## src/cfpc_pkg.sv

```systemverilog
package cfpc_pkg;

  localparam int NUM_CPUS_DEF     = 4;
  localparam int MAX_ZONES_DEF    = 16;
  localparam int FREQ_ENTRIES_DEF = 32;
  localparam int FREQ_BITS_DEF    = 22;
  localparam int LIMIT_SLOTS      = 4;

  typedef enum logic [3:0] {
    OP_THRESH  = 4'd0,
    OP_ZLIMIT  = 4'd1,
    OP_SLIMIT  = 4'd2,
    OP_FREQ    = 4'd3,
    OP_TEMP    = 4'd4,
    OP_TARGET  = 4'd5,
    OP_HOTPLUG = 4'd6,
    OP_ALARM   = 4'd7,
    OP_POLICY  = 4'd8
  } op_t;

  typedef enum logic [2:0] {
    REG_USER_CAP   = 3'd0,
    REG_FORCE_PMAX = 3'd1,
    REG_ZONE_CNT   = 3'd2,
    REG_FREQ_CNT   = 3'd3,
    REG_EXACT_UCAP = 3'd4,
    REG_EXACT_PLIM = 3'd5,
    REG_ZONE_TBL   = 3'd6,
    REG_SYS_TBL    = 3'd7
  } reg_idx_t;

  typedef enum logic [3:0] {
    S_IDLE,
    S_ZRD0,
    S_ZCHK0,
    S_ZRD,
    S_ZCHK,
    S_LIM,
    S_LDAT,
    S_FRD,
    S_FCHK,
    S_SPEED,
    S_FINAL,
    S_OUT
  } state_t;

endpackage

```

## src/cpu_frequency_power_cap.sv

```systemverilog
// channel  direction  handshake             payload
// in       input      in_valid/in_ready     operation, table_slot, cpu_count_slot,
//                                           temperature_c, freq_khz, cpu_number, flag
// out      output     out_valid/out_ready   capped_speed_khz, power_limit_khz,
//                                           zone_now, limit_error
// cfg      input      cfg_valid/cfg_ready   cfg_index, cfg_data
//
// one item at a time, and a stalled output holds the item; a zone search reads the thresholds
// one by one, then each frequency table walk (power limit, then user cap) reads the entries
// one by one through the frequency table's single read port.
// rst_n is synchronous; tables are not cleared and read garbage until loaded.
// in_ready is low from acceptance until the result transfer completes.
module cpu_frequency_power_cap import cfpc_pkg::*; #(
  parameter int NUM_CPUS     = NUM_CPUS_DEF,
  parameter int MAX_ZONES    = MAX_ZONES_DEF,
  parameter int FREQ_ENTRIES = FREQ_ENTRIES_DEF,
  parameter int FREQ_BITS    = FREQ_BITS_DEF
) (
  input  logic                 clk,
  input  logic                 rst_n,
  input  logic                 in_valid,
  output logic                 in_ready,
  input  logic [3:0]           in_operation,
  input  logic [4:0]           in_table_slot,
  input  logic [1:0]           in_cpu_count_slot,
  input  logic signed [7:0]    in_temperature_c,
  input  logic [FREQ_BITS-1:0] in_freq_khz,
  input  logic [1:0]           in_cpu_number,
  input  logic                 in_flag,
  output logic                 out_valid,
  input  logic                 out_ready,
  output logic [FREQ_BITS-1:0] out_capped_speed_khz,
  output logic [FREQ_BITS-1:0] out_power_limit_khz,
  output logic [3:0]           out_zone_now,
  output logic                 out_limit_error,
  input  logic                 cfg_valid,
  output logic                 cfg_ready,
  input  logic [2:0]           cfg_index,
  input  logic [FREQ_BITS-1:0] cfg_data
);

  localparam int ZW   = (MAX_ZONES > 1) ? $clog2(MAX_ZONES) : 1;
  localparam int ZCW  = $clog2(MAX_ZONES + 1);
  localparam int FW   = $clog2(FREQ_ENTRIES);
  localparam int FCW  = $clog2(FREQ_ENTRIES + 1);
  localparam int CW   = (NUM_CPUS > 1) ? $clog2(NUM_CPUS) : 1;
  localparam int CNTW = $clog2(NUM_CPUS + 1);
  localparam int LAW  = ZW + 2;

  state_t state_r, state_nxt;

  // configuration
  logic [FREQ_BITS-1:0] ucap_r;
  logic                 force_r, exact_u_r, exact_p_r, zt_r, st_r;
  logic [4:0]           zc_r;
  logic [5:0]           fc_r;

  // block state
  logic [FREQ_BITS-1:0] tgt_r [NUM_CPUS];
  logic [FREQ_BITS-1:0] pmax_r [NUM_CPUS];
  logic [FREQ_BITS-1:0] sys_r [LIMIT_SLOTS];
  logic [NUM_CPUS-1:0]  online_r;
  logic [ZW-1:0]        zone_r, zone_nxt;
  logic                 alarm_r;
  logic [FREQ_BITS-1:0] pl_r, pl_nxt;

  // sequencer working registers
  logic signed [7:0]    temp_r;
  logic signed [7:0]    prev_r, prev_nxt;
  logic [ZCW-1:0]       k_r, k_nxt;
  logic [FCW-1:0]       ri_r, ri_nxt;
  logic [FREQ_BITS-1:0] rv_r, rv_nxt, last_r, last_nxt;
  logic                 ruser_r, ruser_nxt;
  logic                 err_r, err_nxt;
  logic [FREQ_BITS-1:0] rate_r, rate_nxt, cap_r, cap_nxt;
  logic                 outv_r, outv_nxt;
  logic [FREQ_BITS-1:0] o_speed_r, o_speed_nxt;

  logic                 in_acc;
  logic [31:0]          slot_ext, cpu_ext;
  logic [ZW-1:0]        th_raddr;
  logic [LAW-1:0]       zl_raddr;
  logic [FW-1:0]        fq_raddr;
  logic [7:0]           th_q;
  logic [FREQ_BITS-1:0] zl_q, fq_q;
  logic                 th_we, zl_we, fq_we;

  logic [ZCW-1:0]       zu;
  logic [FCW-1:0]       fu;
  logic [CNTW-1:0]      cnt;
  logic [1:0]           lslot;
  logic [ZW-1:0]        zsel;
  logic [FREQ_BITS-1:0] lim, rate_c, pmin_c, res;

  assign in_ready  = (state_r == S_IDLE);
  assign in_acc    = in_valid && in_ready;
  assign cfg_ready = 1'b1;
  assign slot_ext  = 32'(in_table_slot);
  assign cpu_ext   = 32'(in_cpu_number);

  assign th_we = in_acc && (in_operation == OP_THRESH) && (slot_ext < 32'(MAX_ZONES));
  assign zl_we = in_acc && (in_operation == OP_ZLIMIT) && (slot_ext < 32'(MAX_ZONES));
  assign fq_we = in_acc && (in_operation == OP_FREQ) && (slot_ext < 32'(FREQ_ENTRIES));

  cfpc_ram #(.DEPTH(MAX_ZONES), .WIDTH(8), .AW(ZW)) u_thresh (
    .clk(clk), .we(th_we), .waddr(slot_ext[ZW-1:0]), .wdata(in_temperature_c),
    .raddr(th_raddr), .rdata(th_q)
  );

  cfpc_ram #(.DEPTH(MAX_ZONES * LIMIT_SLOTS), .WIDTH(FREQ_BITS), .AW(LAW)) u_zlim (
    .clk(clk), .we(zl_we), .waddr({slot_ext[ZW-1:0], in_cpu_count_slot}),
    .wdata(in_freq_khz), .raddr(zl_raddr), .rdata(zl_q)
  );

  cfpc_ram #(.DEPTH(FREQ_ENTRIES), .WIDTH(FREQ_BITS), .AW(FW)) u_freq (
    .clk(clk), .we(fq_we), .waddr(slot_ext[FW-1:0]), .wdata(in_freq_khz),
    .raddr(fq_raddr), .rdata(fq_q)
  );

  // counts in use, online cpu count, limit table slot and clamped zone
  always_comb begin
    if (zc_r == 5'd0) begin
      zu = ZCW'(1);
    end else if (int'(zc_r) > MAX_ZONES) begin
      zu = ZCW'(MAX_ZONES);
    end else begin
      zu = ZCW'(zc_r);
    end
    if (fc_r == 6'd0) begin
      fu = FCW'(1);
    end else if (int'(fc_r) > FREQ_ENTRIES) begin
      fu = FCW'(FREQ_ENTRIES);
    end else begin
      fu = FCW'(fc_r);
    end
    cnt = '0;
    for (int i = 0; i < NUM_CPUS; i++) begin
      cnt = cnt + CNTW'(online_r[i]);
    end
    if (int'(cnt) >= LIMIT_SLOTS) begin
      lslot = 2'(LIMIT_SLOTS - 1);
    end else begin
      lslot = 2'(cnt - CNTW'(1));
    end
    if (int'(zone_r) < int'(zu)) begin
      zsel = zone_r;
    end else begin
      zsel = ZW'(zu - ZCW'(1));
    end
  end

  // speed from online targets, policy maxima (when forced) and the power limit
  always_comb begin
    rate_c = '0;
    pmin_c = '1;
    for (int i = 0; i < NUM_CPUS; i++) begin
      if (online_r[i]) begin
        if (force_r && pmax_r[i] < pmin_c) pmin_c = pmax_r[i];
        if (tgt_r[i] > rate_c) rate_c = tgt_r[i];
      end
    end
    if (pmin_c < rate_c) rate_c = pmin_c;
    if (pl_r != '0 && rate_c > pl_r) rate_c = pl_r;
  end

  always_comb begin
    state_nxt   = state_r;
    zone_nxt    = zone_r;
    pl_nxt      = pl_r;
    prev_nxt    = prev_r;
    k_nxt       = k_r;
    ri_nxt      = ri_r;
    rv_nxt      = rv_r;
    last_nxt    = last_r;
    ruser_nxt   = ruser_r;
    err_nxt     = err_r;
    rate_nxt    = rate_r;
    cap_nxt     = cap_r;
    outv_nxt    = outv_r;
    o_speed_nxt = o_speed_r;
    th_raddr    = '0;
    zl_raddr    = {zsel, lslot};
    fq_raddr    = ri_r[FW-1:0];
    lim         = zt_r ? zl_q : '0;
    res         = fq_q;
    if (st_r && alarm_r && sys_r[lslot] < lim) lim = sys_r[lslot];
    unique case (state_r)
      S_IDLE: begin
        if (in_acc) begin
          if (in_operation == OP_TEMP && zt_r) state_nxt = S_ZRD0;
          else state_nxt = S_LIM;
        end
      end
      S_ZRD0: begin
        th_raddr  = '0;
        state_nxt = S_ZCHK0;
      end
      S_ZCHK0: begin
        if (temp_r < $signed(th_q) || zu == ZCW'(1)) begin
          zone_nxt  = '0;
          state_nxt = S_LIM;
        end else begin
          prev_nxt  = $signed(th_q);
          k_nxt     = ZCW'(1);
          state_nxt = S_ZRD;
        end
      end
      S_ZRD: begin
        th_raddr  = k_r[ZW-1:0];
        state_nxt = S_ZCHK;
      end
      S_ZCHK: begin
        if (temp_r >= prev_r && temp_r < $signed(th_q)) begin
          zone_nxt  = k_r[ZW-1:0];
          state_nxt = S_LIM;
        end else if (k_r + ZCW'(1) == zu) begin
          zone_nxt  = ZW'(zu - ZCW'(1));
          state_nxt = S_LIM;
        end else begin
          prev_nxt  = $signed(th_q);
          k_nxt     = k_r + ZCW'(1);
          state_nxt = S_ZRD;
        end
      end
      S_LIM: begin
        if (!zt_r && !st_r) begin
          pl_nxt    = '0;
          err_nxt   = 1'b0;
          state_nxt = S_SPEED;
        end else if (cnt == '0) begin
          err_nxt   = 1'b1;
          state_nxt = S_SPEED;
        end else begin
          state_nxt = S_LDAT;
        end
      end
      S_LDAT: begin
        if (exact_p_r) begin
          pl_nxt    = lim;
          err_nxt   = 1'b0;
          state_nxt = S_SPEED;
        end else begin
          rv_nxt    = lim;
          ri_nxt    = '0;
          ruser_nxt = 1'b0;
          state_nxt = S_FRD;
        end
      end
      S_FRD: begin
        state_nxt = S_FCHK;
      end
      S_FCHK: begin
        // entry before the first one above rv (last entry in use if none is), entry 0 when it is above rv
        if (fq_q > rv_r || ri_r + FCW'(1) == fu) begin
          if (fq_q > rv_r && ri_r != '0) res = last_r;
          if (!ruser_r) begin
            pl_nxt    = res;
            err_nxt   = (fq_q > rv_r) && (ri_r == '0);
            state_nxt = S_SPEED;
          end else begin
            cap_nxt   = res;
            state_nxt = S_FINAL;
          end
        end else begin
          last_nxt  = fq_q;
          ri_nxt    = ri_r + FCW'(1);
          state_nxt = S_FRD;
        end
      end
      S_SPEED: begin
        rate_nxt = rate_c;
        if (ucap_r != '0 && !exact_u_r) begin
          rv_nxt    = ucap_r;
          ri_nxt    = '0;
          ruser_nxt = 1'b1;
          state_nxt = S_FRD;
        end else begin
          cap_nxt   = ucap_r;
          state_nxt = S_FINAL;
        end
      end
      S_FINAL: begin
        o_speed_nxt = (ucap_r != '0 && rate_r > cap_r) ? cap_r : rate_r;
        outv_nxt    = 1'b1;
        state_nxt   = S_OUT;
      end
      S_OUT: begin
        if (out_ready) begin
          outv_nxt  = 1'b0;
          state_nxt = S_IDLE;
        end
      end
      default: state_nxt = S_IDLE;
    endcase
  end

  always_ff @(posedge clk) begin
    if (!rst_n) begin
      state_r <= S_IDLE;
    end else begin
      state_r <= state_nxt;
    end
  end

  always_ff @(posedge clk) begin
    if (!rst_n) begin
      ucap_r    <= '0;
      force_r   <= 1'b0;
      zc_r      <= 5'd1;
      fc_r      <= 6'd1;
      exact_u_r <= 1'b0;
      exact_p_r <= 1'b0;
      zt_r      <= 1'b0;
      st_r      <= 1'b0;
    end else if (cfg_valid && cfg_ready) begin
      unique case (reg_idx_t'(cfg_index))
        REG_USER_CAP:   ucap_r    <= cfg_data;
        REG_FORCE_PMAX: force_r   <= cfg_data[0];
        REG_ZONE_CNT:   zc_r      <= cfg_data[4:0];
        REG_FREQ_CNT:   fc_r      <= cfg_data[5:0];
        REG_EXACT_UCAP: exact_u_r <= cfg_data[0];
        REG_EXACT_PLIM: exact_p_r <= cfg_data[0];
        REG_ZONE_TBL:   zt_r      <= cfg_data[0];
        REG_SYS_TBL:    st_r      <= cfg_data[0];
        default: ;
      endcase
    end
  end

  always_ff @(posedge clk) begin
    if (!rst_n) begin
      for (int i = 0; i < NUM_CPUS; i++) begin
        tgt_r[i]  <= '0;
        pmax_r[i] <= '1;
      end
      online_r <= NUM_CPUS'(1);
      zone_r   <= '0;
      alarm_r  <= 1'b0;
      pl_r     <= '0;
      outv_r   <= 1'b0;
      err_r    <= 1'b0;
    end else begin
      zone_r <= zone_nxt;
      pl_r   <= pl_nxt;
      outv_r <= outv_nxt;
      err_r  <= err_nxt;
      if (in_acc) begin
        if (in_operation == OP_SLIMIT) sys_r[in_cpu_count_slot] <= in_freq_khz;
        if (in_operation == OP_ALARM) alarm_r <= in_flag;
        if (cpu_ext < 32'(NUM_CPUS)) begin
          if (in_operation == OP_TARGET) tgt_r[cpu_ext[CW-1:0]] <= in_freq_khz;
          if (in_operation == OP_POLICY) pmax_r[cpu_ext[CW-1:0]] <= in_freq_khz;
          if (in_operation == OP_HOTPLUG) online_r[cpu_ext[CW-1:0]] <= in_flag;
        end
      end
    end
  end

  always_ff @(posedge clk) begin
    if (in_acc) temp_r <= in_temperature_c;
    prev_r    <= prev_nxt;
    k_r       <= k_nxt;
    ri_r      <= ri_nxt;
    rv_r      <= rv_nxt;
    last_r    <= last_nxt;
    ruser_r   <= ruser_nxt;
    rate_r    <= rate_nxt;
    cap_r     <= cap_nxt;
    o_speed_r <= o_speed_nxt;
  end

  assign out_valid            = outv_r;
  assign out_capped_speed_khz = o_speed_r;
  assign out_power_limit_khz  = pl_r;
  assign out_zone_now         = 4'(zone_r);
  assign out_limit_error      = err_r;

`ifndef SYNTHESIS
  a_outv_state: assert property (@(posedge clk) disable iff (!rst_n)
    out_valid |-> state_r == S_OUT)
    else $error("result shown outside output state");
  a_acc_busy: assert property (@(posedge clk) disable iff (!rst_n)
    in_valid && in_ready |=> !in_ready)
    else $error("ready while item in work");
  a_walk_range: assert property (@(posedge clk) disable iff (!rst_n)
    (state_r == S_FRD || state_r == S_FCHK) |-> ri_r < fu)
    else $error("table walk past entries in use");
  a_no_table: assert property (@(posedge clk) disable iff (!rst_n)
    out_valid && !zt_r && !st_r |-> pl_r == '0 && !err_r)
    else $error("limit set with no table in use");
`endif

endmodule

```

## src/cfpc_ram.sv

```systemverilog
module cfpc_ram #(
  parameter int DEPTH = 16,
  parameter int WIDTH = 8,
  parameter int AW    = 4
) (
  input  logic             clk,
  input  logic             we,
  input  logic [AW-1:0]    waddr,
  input  logic [WIDTH-1:0] wdata,
  input  logic [AW-1:0]    raddr,
  output logic [WIDTH-1:0] rdata
);

  logic [WIDTH-1:0] mem [DEPTH];

  always_ff @(posedge clk) begin
    if (we) begin
      mem[waddr] <= wdata;
    end
    rdata <= mem[raddr];
  end

endmodule

```

## config.mk

```make
export PLATFORM = sky130hd
export DESIGN_NAME = cpu_frequency_power_cap
export DESIGN_NICKNAME = d
export VERILOG_FILES = /design/src/cfpc_pkg.sv /design/src/cpu_frequency_power_cap.sv /design/src/cfpc_ram.sv
export SDC_FILE = /design/constraint.sdc
export NUM_CORES = 2
export LEC_CHECK = 0
export ABC_CLOCK_PERIOD_IN_PS = 15000
export BUFFER_PORTS_ARGS = -buffer_cell sky130_fd_sc_hd__clkbuf_2
export CAP_MARGIN = 20
export CORE_MARGIN = 3
export CORE_UTILIZATION = 35
export CTS_BUF_LIST = sky130_fd_sc_hd__clkbuf_16
export CTS_CLUSTER_SIZE = 14
export DETAILED_ROUTE_END_ITERATION = 10
export SETUP_SLACK_MARGIN = 0.4
export SKIP_LAST_GASP = 1
export SLEW_MARGIN = 0
export SYNTH_ARGS = -nofsm -noshare
export SYNTH_HDL_FRONTEND = slang
export SYNTH_SLANG_ARGS = --single-unit
```

## constraint.sdc

```tcl
create_clock -name clk -period 15 [get_ports clk]
set_clock_uncertainty 0.15 [all_clocks]
set_input_delay 1.5 -clock clk [delete_from_list [all_inputs] [get_ports clk]]
set_output_delay 1.5 -clock clk [all_outputs]
set_load 0.005 [all_outputs]
```

==> load_flow_metrics.sql <==
INSERT INTO impl_metrics (metric_group, metric, value, unit) VALUES
('timing', 'worst-slew-pin-transition', '1.181', 'ns'),
('timing', 'hold-worst-slack', '0.2771', 'ns'),
('floorplan', 'chipWidth', '586.7', 'um'),
('final_layout', 'nNetsFinal', '8585', ''),
('setup_path', 'critical_path.startpoint', 'pmax_r[0][7]', ''),
('detailed_routing', 'dr.pass1.iters', '6', ''),
('outcome', 'status', 'finished clean', ''),
('job', 'max_cap_viols', '0', ''),
('yosys', 'avgSynthCellArea', '14.65', 'um2'),
('yosys', 'synth.most_common_cell', 'edfxtp_1', ''),
('yosys', 'postSynthCellCount', '8056', ''),
('final_layout', 'final_layout_size_suffix_gt1_share', '15.54', '%'),
('cts', 'clock_sink_count', '2769', ''),
('detailed_routing', 'routed_via_density', '5.477', ''),
('setup_path', 'worst_stage_delay_on_the_critical_path', '0.56', 'ns'),
('setup_path', 'worst_reg_to_reg_path_cell_count', '61', ''),
('setup_path', 'timing.critical_path.to_type', 'register', ''),
('cts', 'numCtsBuffers', '294', ''),
('yosys', 'synth_nets', '8392', ''),
('placed_design', 'port-buffer-count', '124', ''),
('yosys', 'top_cells_by_count_synth', 'edfxtp_1, nand2_1, mux2i_1', ''),
('setup_path', 'critPathKind', 'register to register', ''),
('yosys', 'synth_top_area_share', '67.22', '%'),
('detailed_routing', 'drt-initial-drc-count', '8005', ''),
('timing', 'final.setup.tns', '0', 'ns'),
('timing', 'final-setup-viol-count', '0', ''),
('setup_path', 'timing.critical_path.max_delay_family', 'compound AO/OA/AOI/OAI gates', ''),
('detailed_routing', 'wire_per_inst', '26.95', 'um'),
('setup_path', 'timing.rr.start', 'pmax_r[0][7]', ''),
('placed_design', 'dp_hpwl', '216.2', 'mm'),
('detailed_routing', 'wirelength', '350.1', 'mm'),
('yosys', 'synth_seq_cells', '2769', ''),
('timing', 'relSlewSlack', '21.07', '%'),
('detailed_routing', 'route.vias.total', '71160', ''),
('timing', 'final_min_period_over_clock_period', '92.20', '%'),
('detailed_routing', 'antenna_left', '0', ''),
('cts', 'cts_max_level', '5', ''),
('floorplan', 'floorplan.die_area', '344200', 'um2'),
('cts', 'clock_tree_from_tritoncts', 'done', ''),
('setup_path', 'worst_setup_path_endpoint', 'rate_r[10]', ''),
('worst_hold_path', 'hold_class', 'register to register', ''),
('floorplan', 'core_area', '334500', 'um2'),
('setup_path', 'crit_path_start_kind', 'register', ''),
('setup_path', 'cp.buffers_inverters', '8', ''),
('floorplan', 'start_util', '35.29', '%'),
('yosys', 'syn-cell-area', '118000', 'um2'),
('cts', 'cts.clk_slew.worst_paths', '0.06', 'ns'),
('floorplan', 'die_height', '586.7', 'um'),
('timing', 'final.min_clock_period', '13.83', 'ns'),
('setup_path', 'timing.rr.end', 'rate_r[10]', ''),
('global_route', 'first_global_vias', '69280', ''),
('yosys', 'synth-warning-count', '0', ''),
('setup_path', 'critPathSlowestCell', 'or4_4', ''),
('final_layout', 'area_delta_synth_final', '13.98', '%'),
('yosys', 'asyncSetResetFlopFracSynth', '0', '%'),
('setup_path', 'worstPathMaxFanout', '21', ''),
('global_route', 'grt_pass1_wl', '500.4', 'mm'),
('yosys', 'dominantRegCellSynth', 'edfxtp_1', ''),
('global_route', 'grt_start_max_net_pins', '188', ''),
('yosys', 'yosysTopAreaCell', 'edfxtp_1', ''),
('floorplan', 'std_cell_rows', '212', ''),
('yosys', 'synth_enable_flop_cells', '2642', ''),
('yosys', 'synth.top_cells.by_area', 'edfxtp_1, mux4_2, mux2i_1, nand2_1, ha_1', ''),
('yosys', 'sequential_cell_area_fraction_in_the_yosys_report', '69.37', '%'),
('yosys', 'yosys.cell_types.count', '83', ''),
('placed_design', 'place.gp.congestion', '0.9575', ''),
('floorplan', 'num_ports', '126', ''),
('power', 'power-per-cell-area', '132.3', 'nW/um2'),
('global_route', 'global_route.overflow_total', '0', ''),
('power', 'total_power_after_layout', '17.79', 'mW'),
('timing', 'hold_viol', '0', '');
layout by cell type, fill, tap and decap left out, types with 10 or more instances in the layout:
master,instances
a21oi_1,189
dfxtp_1,126
edfxtp_1,2642
mux4_2,220
nor2_2,96
nand3_1,64
mux2_2,106
clkinv_2,40
clkbuf_2,102
a21o_1,92
o221a_2,23
nor4_1,30
nand2b_1,19
or3_1,90
bufinv_16,20
mux2i_1,444
clkinv_1,60
clkbuf_16,301
o21ai_0,97
nor3_1,20
diode_2,15
inv_1,306
o21a_1,12
nand4_1,75
nor2b_1,400
o211ai_1,17
a31oi_1,415
and3_1,10
o31ai_1,32
a221oi_1,12
a211oi_1,380
ha_1,260
nor2_1,292
buf_4,270
and2_1,27
a221oi_2,20
nand2_1,968
xor2_1,11
sequential cells by signal, summed over array words and instances, names as in the netlist, 22 cells and up:
signal	flops
cap_r	22
last_r	22
out_capped_speed_khz	22
out_power_limit_khz	22
pmax_r	88
rate_r	22
rv_r	22
sys_r	88
tgt_r	88
u_freq.mem	704
u_freq.rdata	22
u_thresh.mem	128
u_zlim.mem	1408
u_zlim.rdata	22
ucap_r	22
layout make-up:
| cell class | count | area (um2) |
|---|---|---|
| timing repair buffer | 391 | 2882 |
| fill | 30330 | 200000 |
| tap | 4494 | 5623 |
| clock inverter | 228 | 1784 |
| multi-input combinational | 4559 | 33910 |
| sequential | 2769 | 81880 |
| antenna | 15 | 37.54 |
| inverter | 234 | 878.3 |
| clock buffer | 301 | 7532 |
worst reg2reg max path, delay by kind of cell (launching register included):
family                     cells  cell delay (ns)
adders and majority gates      5             1.40
DFF                            1             0.44
and+or+nand+nor               20             4.26
muxes                          3             0.83
AOI/OAI and AO/OA             25             5.37
buffers and inverters          8             1.10
per-stage QoR:
stage / cell area, um2 / util (%) / std cells / setup WS (ns)
after floorplan: 118000 / - / 8056 / 1.581
after global placement: 124800 / 37.32 / 12430 / 0.5809
after detailed placement: 124900 / 37.35 / 12440 / 0.4349
after CTS: 134200 / 40.14 / 12970 / 0.4156
after global routing: 134500 / 40.21 / 12980 / 0.4352
final: 134500 / 40.22 / 12990 / 1.171
worst min path at each step:
stage	start	slack, ns	endpoint	cells past startpoint
2_1_floorplan	u_freq.rdata[0]	0.26	last_r[0]	0
3_3_place_gp	u_thresh.rdata[5]	0.26	prev_r[5]	0
3_5_place_dp	u_thresh.rdata[5]	0.27	prev_r[5]	0
4_1_cts	u_thresh.rdata[4]	0.28	prev_r[4]	0
5_1_grt	u_thresh.rdata[4]	0.29	prev_r[4]	0
6_report	u_thresh.rdata[5]	0.28	prev_r[5]	0
power by group:
part / switching (mW) / total [mW] / internal [mW]
combinational: 1.22 / 1.94 / 0.723
clock: 3.03 / 7.04 / 4.01
sequential: 0.177 / 8.81 / 8.63
total: 4.43 / 17.8 / 13.4
metal layers:
metal  vias up  global-route usage [%]  routed length [um]
met5         -                       0                  26
met4         4                   6.835               12260
met1     36520                   27.16              146900
met2      2789                   31.68              164100
met3       497                   3.221               26850
li1      31350                       -                   -
repair_timing:
action,4_1_cts,5_1_grt
pin swaps,0,4
endpoints found under the setup margin,14,22
cloned,0,1
setup buffers,0,5
resized for setup,1,22
cells by family (layout without fill, tap and decap cells):
logic type                 Yosys count  count (layout)  synth area share (%)
DFF                               2769            2769                 69.37
and+or+nand+nor                   2145            2145                 8.464
AOI/OAI and AO/OA                 1354            1355                 7.816
muxes                              779             779                 9.052
buffers and inverters              729            1154                 2.367
adders and majority gates          262             262                 2.784
xor gates and xnor gates            17              17                0.1389
other                                1              16              0.003177
Power figures use the tool's default switching activity.
